==> src/rtl/core/pud_pkg.sv <==
package pud_pkg;

  localparam logic [7:0] PCT_CHAR   = 8'h25;
  localparam logic [7:0] PLUS_CHAR  = 8'h2B;
  localparam logic [7:0] SPACE_CHAR = 8'h20;
  localparam logic [3:0] HEX_TEN    = 4'd10;

  typedef enum logic [1:0] {
    ST_DATA = 2'd0,
    ST_DONE = 2'd1,
    ST_FAIL = 2'd2
  } status_t;

  typedef struct packed {
    logic [7:0]  out_byte;
    status_t     status;
    logic [15:0] out_count;
    logic        last_of_run;
  } result_t;

  typedef struct packed {
    logic [1:0]        num;
    result_t [2:0]     entry;
  } bundle_t;

  typedef struct packed {
    logic       bad;
    logic [3:0] value;
  } hex_t;

  function automatic hex_t hex_digit(input logic [7:0] c);
    hex_t h;
    h.bad   = 1'b0;
    h.value = 4'd0;
    if (c >= 8'h30 && c <= 8'h39) begin
      h.value = 4'(c - 8'h30);
    end else if (c >= 8'h61 && c <= 8'h66) begin
      h.value = 4'(c - 8'h61) + HEX_TEN;
    end else if (c >= 8'h41 && c <= 8'h46) begin
      h.value = 4'(c - 8'h41) + HEX_TEN;
    end else begin
      h.bad = 1'b1;
    end
    return h;
  endfunction

  function automatic logic [7:0] plain_byte(input logic [7:0] c);
    return (c == PLUS_CHAR) ? SPACE_CHAR : c;
  endfunction

  function automatic result_t data_result(input logic [7:0] b);
    result_t r;
    r.out_byte    = b;
    r.status      = ST_DATA;
    r.out_count   = 16'd0;
    r.last_of_run = 1'b0;
    return r;
  endfunction

  function automatic result_t end_result(input status_t st, input logic [15:0] cnt);
    result_t r;
    r.out_byte    = 8'd0;
    r.status      = st;
    r.out_count   = cnt;
    r.last_of_run = 1'b1;
    return r;
  endfunction

endpackage

==> src/rtl/core/pud_in_if.sv <==
interface pud_in_if;
  logic       valid;
  logic       ready;
  logic [7:0] in_byte;
  logic       end_of_string;

  modport source (output valid, output in_byte, output end_of_string, input ready);
  modport sink   (input valid, input in_byte, input end_of_string, output ready);
endinterface

==> src/rtl/core/pud_out_if.sv <==
interface pud_out_if;
  logic        valid;
  logic        ready;
  logic [7:0]  out_byte;
  logic [1:0]  status;
  logic [15:0] out_count;
  logic        last_of_run;

  modport source (output valid, output out_byte, output status, output out_count,
                  output last_of_run, input ready);
  modport sink   (input valid, input out_byte, input status, input out_count,
                  input last_of_run, output ready);
endinterface

==> src/rtl/core/pud_decode.sv <==
module pud_decode #(
  parameter int COUNT_BITS = 16
) (
  input  logic             clk,
  input  logic             rst_n,
  input  logic             cfg_we,
  input  logic [15:0]      cfg_data,
  input  logic             fire,
  input  logic [7:0]       in_byte,
  input  logic             end_of_string,
  output pud_pkg::bundle_t bundle
);
  import pud_pkg::*;

  localparam int CW = COUNT_BITS + 17;

  typedef enum logic [1:0] {
    PH_IDLE  = 2'd0,
    PH_PCT   = 2'd1,
    PH_FIRST = 2'd2,
    PH_DRAIN = 2'd3
  } phase_t;

  phase_t                phase_r, phase_nxt;
  logic [7:0]            held_r, held_nxt;
  logic [COUNT_BITS-1:0] count_r, count_nxt;
  logic [15:0]           cap_r;

  logic [COUNT_BITS-1:0] cnt1, cnt2;
  logic                  room0, room1;
  logic [COUNT_BITS+15:0] ext0, ext1, ext2;
  hex_t                  hi, lo;

  always_comb begin
    cnt1  = count_r + COUNT_BITS'(1);
    cnt2  = cnt1 + COUNT_BITS'(1);
    room0 = (CW'(count_r) + CW'(1)) < CW'(cap_r);
    room1 = (CW'(cnt1) + CW'(1)) < CW'(cap_r);
    ext0  = {16'd0, count_r};
    ext1  = {16'd0, cnt1};
    ext2  = {16'd0, cnt2};
    hi    = hex_digit(held_r);
    lo    = hex_digit(in_byte);
  end

  always_comb begin
    phase_nxt    = phase_r;
    held_nxt     = held_r;
    count_nxt    = count_r;
    bundle.num   = 2'd0;
    bundle.entry = '0;
    if (phase_r == PH_DRAIN) begin
      if (end_of_string) begin
        phase_nxt = PH_IDLE;
        held_nxt  = 8'd0;
        count_nxt = '0;
      end
    end else if (end_of_string) begin
      phase_nxt = PH_IDLE;
      held_nxt  = 8'd0;
      count_nxt = '0;
      unique case (phase_r)
        PH_PCT: begin
          bundle.num      = 2'd2;
          bundle.entry[0] = data_result(PCT_CHAR);
          bundle.entry[1] = end_result(ST_DONE, ext1[15:0]);
        end
        PH_FIRST: begin
          bundle.entry[0] = data_result(PCT_CHAR);
          if (!room1) begin
            bundle.num      = 2'd2;
            bundle.entry[1] = end_result(ST_FAIL, 16'd0);
          end else begin
            bundle.num      = 2'd3;
            bundle.entry[1] = data_result(plain_byte(held_r));
            bundle.entry[2] = end_result(ST_DONE, ext2[15:0]);
          end
        end
        default: begin
          bundle.num      = 2'd1;
          bundle.entry[0] = end_result(ST_DONE, ext0[15:0]);
        end
      endcase
    end else begin
      unique case (phase_r)
        PH_PCT: begin
          held_nxt  = in_byte;
          phase_nxt = PH_FIRST;
        end
        PH_FIRST: begin
          bundle.num = 2'd1;
          held_nxt   = 8'd0;
          if (hi.bad || lo.bad) begin
            bundle.entry[0] = end_result(ST_FAIL, 16'd0);
            phase_nxt       = PH_DRAIN;
            count_nxt       = '0;
          end else begin
            bundle.entry[0] = data_result({hi.value, lo.value});
            phase_nxt       = PH_IDLE;
            count_nxt       = cnt1;
          end
        end
        default: begin
          if (!room0) begin
            bundle.num      = 2'd1;
            bundle.entry[0] = end_result(ST_FAIL, 16'd0);
            phase_nxt       = PH_DRAIN;
            held_nxt        = 8'd0;
            count_nxt       = '0;
          end else if (in_byte == PCT_CHAR) begin
            phase_nxt = PH_PCT;
          end else begin
            bundle.num      = 2'd1;
            bundle.entry[0] = data_result(plain_byte(in_byte));
            count_nxt       = cnt1;
          end
        end
      endcase
    end
  end

  always_ff @(posedge clk) begin
    if (!rst_n) begin
      phase_r <= PH_IDLE;
      held_r  <= 8'd0;
      count_r <= '0;
      cap_r   <= 16'd256;
    end else begin
      if (fire) begin
        phase_r <= phase_nxt;
        held_r  <= held_nxt;
        count_r <= count_nxt;
      end
      if (cfg_we) begin
        cap_r <= cfg_data;
      end
    end
  end

endmodule

==> src/rtl/core/pud_outq.sv <==
module pud_outq (
  input  logic             clk,
  input  logic             rst_n,
  input  logic             load,
  input  pud_pkg::bundle_t bundle,
  output logic             can_load,
  pud_out_if.source        out_if
);
  import pud_pkg::*;

  logic [1:0]    num_r, num_nxt;
  result_t [2:0] ent_r, ent_nxt;
  logic          xfer;

  assign xfer     = out_if.valid && out_if.ready;
  assign can_load = (num_r == 2'd0) || (num_r == 2'd1 && out_if.ready);

  assign out_if.valid       = num_r != 2'd0;
  assign out_if.out_byte    = ent_r[0].out_byte;
  assign out_if.status      = ent_r[0].status;
  assign out_if.out_count   = ent_r[0].out_count;
  assign out_if.last_of_run = ent_r[0].last_of_run;

  always_comb begin
    num_nxt = num_r;
    ent_nxt = ent_r;
    if (load) begin
      num_nxt = bundle.num;
      ent_nxt = bundle.entry;
    end else if (xfer) begin
      num_nxt    = num_r - 2'd1;
      ent_nxt[0] = ent_r[1];
      ent_nxt[1] = ent_r[2];
    end
  end

  always_ff @(posedge clk) begin
    if (!rst_n) begin
      num_r <= 2'd0;
    end else begin
      num_r <= num_nxt;
    end
    ent_r <= ent_nxt;
  end

endmodule

==> src/rtl/core/percent_url_decoder.sv <==
// channel   role    payload                                     transfer
// in_if     sink    in_byte[7:0], end_of_string                 valid & ready
// out_if    source  out_byte[7:0], status[1:0], out_count[15:0],
//                   last_of_run                                 valid & ready
// cfg_*     write   cfg_data[15:0] -> out_capacity              cfg_we
//
// One byte item is taken per cycle; its results land in the result register
// the next cycle. An end item yields up to three results, shifted out one a
// cycle, so input ready drops until the last of them transfers.
// Reset (rst_n low, synchronous) empties the result register, clears the
// decode state and sets out_capacity to 256. An output stall holds the
// result register; input is taken again once one result is left and moving.
module percent_url_decoder #(
  parameter int COUNT_BITS = 16
) (
  input  logic        clk,
  input  logic        rst_n,
  input  logic        cfg_we,
  input  logic [15:0] cfg_data,
  pud_in_if.sink      in_if,
  pud_out_if.source   out_if
);
  import pud_pkg::*;

  bundle_t bundle;
  logic    can_load;
  logic    fire;

  assign in_if.ready = can_load;
  assign fire        = in_if.valid && can_load;

  pud_decode #(
    .COUNT_BITS(COUNT_BITS)
  ) u_decode (
    .clk          (clk),
    .rst_n        (rst_n),
    .cfg_we       (cfg_we),
    .cfg_data     (cfg_data),
    .fire         (fire),
    .in_byte      (in_if.in_byte),
    .end_of_string(in_if.end_of_string),
    .bundle       (bundle)
  );

  pud_outq u_outq (
    .clk     (clk),
    .rst_n   (rst_n),
    .load    (fire),
    .bundle  (bundle),
    .can_load(can_load),
    .out_if  (out_if)
  );

endmodule
==> src/flat_wrapper.sv <==
// flat-port wrapper written by rule: the top's interface ports become plain ports
module percent_url_decoder_flat import pud_pkg::*;
#(
  parameter int COUNT_BITS = 16
)
  (clk, rst_n, cfg_we, cfg_data, in_if_valid, in_if_in_byte, in_if_end_of_string, in_if_ready, out_if_valid, out_if_out_byte, out_if_status, out_if_out_count, out_if_last_of_run, out_if_ready);
  pud_in_if in_if_i ();
  pud_out_if out_if_i ();
  input  logic clk;
  input  logic rst_n;
  input  logic cfg_we;
  input  logic [15:0] cfg_data;
  input wire logic [$bits(in_if_i.valid)-1:0] in_if_valid;
  input wire logic [$bits(in_if_i.in_byte)-1:0] in_if_in_byte;
  input wire logic [$bits(in_if_i.end_of_string)-1:0] in_if_end_of_string;
  output wire logic [$bits(in_if_i.ready)-1:0] in_if_ready;
  output wire logic [$bits(out_if_i.valid)-1:0] out_if_valid;
  output wire logic [$bits(out_if_i.out_byte)-1:0] out_if_out_byte;
  output wire logic [$bits(out_if_i.status)-1:0] out_if_status;
  output wire logic [$bits(out_if_i.out_count)-1:0] out_if_out_count;
  output wire logic [$bits(out_if_i.last_of_run)-1:0] out_if_last_of_run;
  input wire logic [$bits(out_if_i.ready)-1:0] out_if_ready;
  assign in_if_i.valid = in_if_valid;
  assign in_if_i.in_byte = in_if_in_byte;
  assign in_if_i.end_of_string = in_if_end_of_string;
  assign in_if_ready = in_if_i.ready;
  assign out_if_valid = out_if_i.valid;
  assign out_if_out_byte = out_if_i.out_byte;
  assign out_if_status = out_if_i.status;
  assign out_if_out_count = out_if_i.out_count;
  assign out_if_last_of_run = out_if_i.last_of_run;
  assign out_if_i.ready = out_if_ready;
  percent_url_decoder #(.COUNT_BITS(COUNT_BITS)) u_core (.clk(clk), .rst_n(rst_n), .cfg_we(cfg_we), .cfg_data(cfg_data), .in_if(in_if_i), .out_if(out_if_i));
endmodule
==> config.mk <==
export PLATFORM = sky130hd
export DESIGN_NAME = percent_url_decoder_flat
export DESIGN_NICKNAME = d
export VERILOG_FILES = /design/src/rtl/core/pud_pkg.sv /design/src/rtl/core/pud_in_if.sv /design/src/rtl/core/pud_out_if.sv /design/src/rtl/core/pud_decode.sv /design/src/rtl/core/pud_outq.sv /design/src/rtl/core/percent_url_decoder.sv /design/src/flat_wrapper.sv
export SDC_FILE = /design/constraint.sdc
export NUM_CORES = 1
export LEC_CHECK = 0
export ABC_AREA = 1
export BUFFER_PORTS_ARGS = -buffer_cell sky130_fd_sc_hd__buf_2
export CORE_ASPECT_RATIO = 1.25
export CORE_MARGIN = 8
export CORE_UTILIZATION = 57
export DETAILED_ROUTE_END_ITERATION = 6
export GPL_TIMING_DRIVEN = 0
export HOLD_SLACK_MARGIN = 0.06
export PLACE_DENSITY_LB_ADDON = 0.15
export SLEW_MARGIN = 40
export SYNTH_ARGS = -nofsm -noshare
export SYNTH_HDL_FRONTEND = slang
export SYNTH_SLANG_ARGS = --single-unit
==> constraint.sdc <==
create_clock -name clk -period 5.3 [get_ports clk]
set_clock_uncertainty 0.2 [all_clocks]
set_input_delay 0.53 -clock clk [delete_from_list [all_inputs] [get_ports clk]]
set_output_delay 0.53 -clock clk [all_outputs]
set_load 0.01 [all_outputs]
==> impl_results.md <==
* Area contributors post-synth: edfxtp_1 30%, dfxtp_1 12%, nand2_1 11%
* Post-CTS setup buffers at 0
* Max clock buf depth at 2
* Area of the die at 16,440 um2
* CTS root buf: clkbuf_16
* CORE AREA at 12,490 um2
* Vias per inst at 5.278
* Reg power frac at 0.314
* CTS tree: yes
* Cell area power density at 613.0 nW/um2
* Iter 0 DRT Violations at 434
* Synth top area share at 0.2975
* Port buffer count at 56
* DRT Pass-1 Iters at 5
* Internal power at 2.967 mW
* Sink Count at 115
* Syn nets at 973
* Vias in the first global route at 5,961
* Post-Place Cells at 1,124
* # rows at 46
* Final Hold Violating Endpoints at 0
* Post-synthesis sequential area ratio at 0.4205
* Crit share post-route at 0.8065
* Leakage power at 3.792 nW
* Max-slew violation count at 0
* Hold Path Depth at 3
* Worst rel slew slack at 0.5150
* Power after layout at 5.067 mW
* CP endpoint kind: register
* WP data required at 5.38 ns
* Commonest non-fill, non-tap cell in the layout: nand2_1
* DRC viols at 0
* Finished Layout Cells at 1,156
* IO Pins at 59
* Flop2flop setup slack at 1.03 ns
* Status: complete, no violations
* Clock power frac at 0.223
* Setup TNS at 0 ns
* Ys async rst share at 0
* RSZ-0062 raised after global routing: no
* Synth area leader: edfxtp_1
* Crit-path most repeated cell: nand2_1
* Post-synth cell types at 48
* EDFF count, synth at 71
* Max Cap Viol at 0
* Number of antenna violations at the first check in global routing at 0
* Hold path startpoint: cfg_data[8]
* ANT nets after route at 0
* Maximum vdd drop at 0.3024 mV
* Cts repair resizes at 0
* Largest net degree at the start of global routing at 42
* Vias at 6,101
* Worst hold path type: in2reg
* Crit-path max FO at 10
* Final net count at 1,049
* Cells after Synth at 899
* Crit Reg-Reg Startpoint: u_core.u_decode.count_r[0]
* Syn-to-layout area delta at 15.35%
* H-tree depth at 4
* Initial Util at 0.5737
* Critical path arrival at 4.35 ns
* Fmax at 234.0 MHz
* Comb pwr share at 0.463
* Fraction of layout cells with a size suffix above 1 at 0.1832
* Min Clock Period, post-route at 4.274 ns
* Tightest Pin Transition at 0.7249 ns
* Routed WL per cell at 14.93 um
* R2R depth at 25
* Global-route wire length before repair at 28,320 um
* # diodes at 0
* Post-synth top flop: edfxtp_1
* WL final at 17,260 um
* Hpwl dp at 13,250 um
* Clock-pin slew on the worst setup and hold paths at 0.06 ns
* Die H at 141.4 um
* Sw frac at 0.4144
* Yosys warnings at 0
* Gr ovfl total at 0
* Commonest non-fill, non-tap cells in the layout: 202 x nand2_1, 116 x inv_1, 83 x nor2_1, 72 x o21ai_0, 71 x edfxtp_1
* Cts bufs inserted at 17
* Die width at 116.3 um
* Worst Setup SP: u_core.u_decode.count_r[0]
* Crit start category: register
* Max incr delay on CP at 0.39 ns
* Critical path class: reg2reg
* All-Layer GR Usage at 0.2225
* Clock Latency Late Sink at 0.42 ns
* Setup violations, final at 0
* Mapped Avg Cell Area at 7.971 um2
* Net Sw Power at 2.100 mW
* Flops & latches, synth at 115
* Max stage delay cell, worst path: ha_1
* CTS Hold Buffers Added at 0
* Mapped Area at 7166 um2
* Routability cong. at 0.9316
==> synthesized netlist by cell type (all sizes together), types with 21 or more instances <==
master / count
o21ai: 75
nand2: 213
nor3: 21
inv: 121
buf: 37
dfxtp: 44
nand3: 55
edfxtp: 71
nor2: 102
a21oi: 44
ha: 44
==> logic make-up (layout without fill, tap and decap cells) <==
family | after synthesis | in the layout | synth area share
simple gates | 413 | 413 | 0.2619
buf+inv | 173 | 262 | 0.1124
compound gates | 140 | 140 | 0.1091
fa+ha+maj | 44 | 44 | 0.07683
xor+xnor | 14 | 14 | 0.01921
flops | 115 | 115 | 0.4205
==> per-stage QoR <==
stage | setup WS [ns] | util | area [um2] | hold WS, ns
final | 1.026 | 0.6618 | 8265 | 0.1395
after global routing | 0.6219 | 0.6618 | 8265 | 0.1641
after CTS | 0.9793 | 0.6618 | 8265 | 0.1407
after detailed placement | 1.016 | 0.6152 | 7684 | 0.2843
after global placement | 1.033 | 0.6130 | 7656 | 0.2798
after floorplan | 1.844 | - | 7166 | 0.2600
==> registers in the layout, indices dropped and copies added, names as in the netlist <==
| register | flops |
|---|---|
| u_core.u_decode.cap_r | 16 |
| u_core.u_decode.count_r | 16 |
| u_core.u_decode.held_r | 8 |
| u_core.u_decode.phase_r | 2 |
| u_core.u_outq.ent_r | 44 |
| u_core.u_outq.num_r | 2 |
| u_core.u_outq.out_if.last_of_run | 1 |
| u_core.u_outq.out_if.out_byte | 8 |
| u_core.u_outq.out_if.out_count | 16 |
| u_core.u_outq.out_if.status | 2 |
==> layout make-up <==
class,count,area (um2)
timing repair buffer,57,300.3
buffer,50,340.3
inverter,123,465.4
multi-input combinational,611,3354
fill,1112,4224
clock inverter,14,152.6
tap,168,210.2
sequential,115,3013
clock buffer,18,429.2
==> worst paths after layout <==
kind,to
worst max register to register,u_core.u_outq.ent_r[63]
worst max-delay path,u_core.u_outq.ent_r[63]
worst min register to register,u_core.u_decode.cap_r[5]
worst min-delay path,u_core.u_decode.cap_r[8]
==> worst max-delay path: cells and delay by family (launching register included) <==
family	cells	cell delay [ns]
compound gates	1	0.15
xor+xnor	1	0.24
fa+ha+maj	2	0.68
buf+inv	5	0.80
flops	1	0.32
simple gates	16	1.74
==> power by group through the flow <==
| stage | combinational, mW | clock (mW) | sequential, mW |
|---|---|---|---|
| final | 2.35 | 1.13 | 1.59 |
| after global routing | 2.64 | 1.18 | 1.63 |
| after CTS | 2.35 | 1.13 | 1.59 |
| after detailed placement | 2.33 | 0 | 1.60 |
| after global placement | 2.26 | 0 | 1.61 |
| after floorplan | 1.71 | 0 | 1.57 |
==> layer usage <==
metal | GRT usage | vias to the layer above | part of all wire | routed length, um
met2 | 0.3991 | 181 | 0.52 | 8889
met3 | 0.03998 | 47 | 0.047 | 806
met4 | 0.1123 | 0 | 0.040 | 683
met1 | 0.2432 | 2774 | 0.40 | 6876
li1 | - | 3099 | - | -
met5 | 0 | - | 0 | 0
Power figures use the tool's default switching activity.
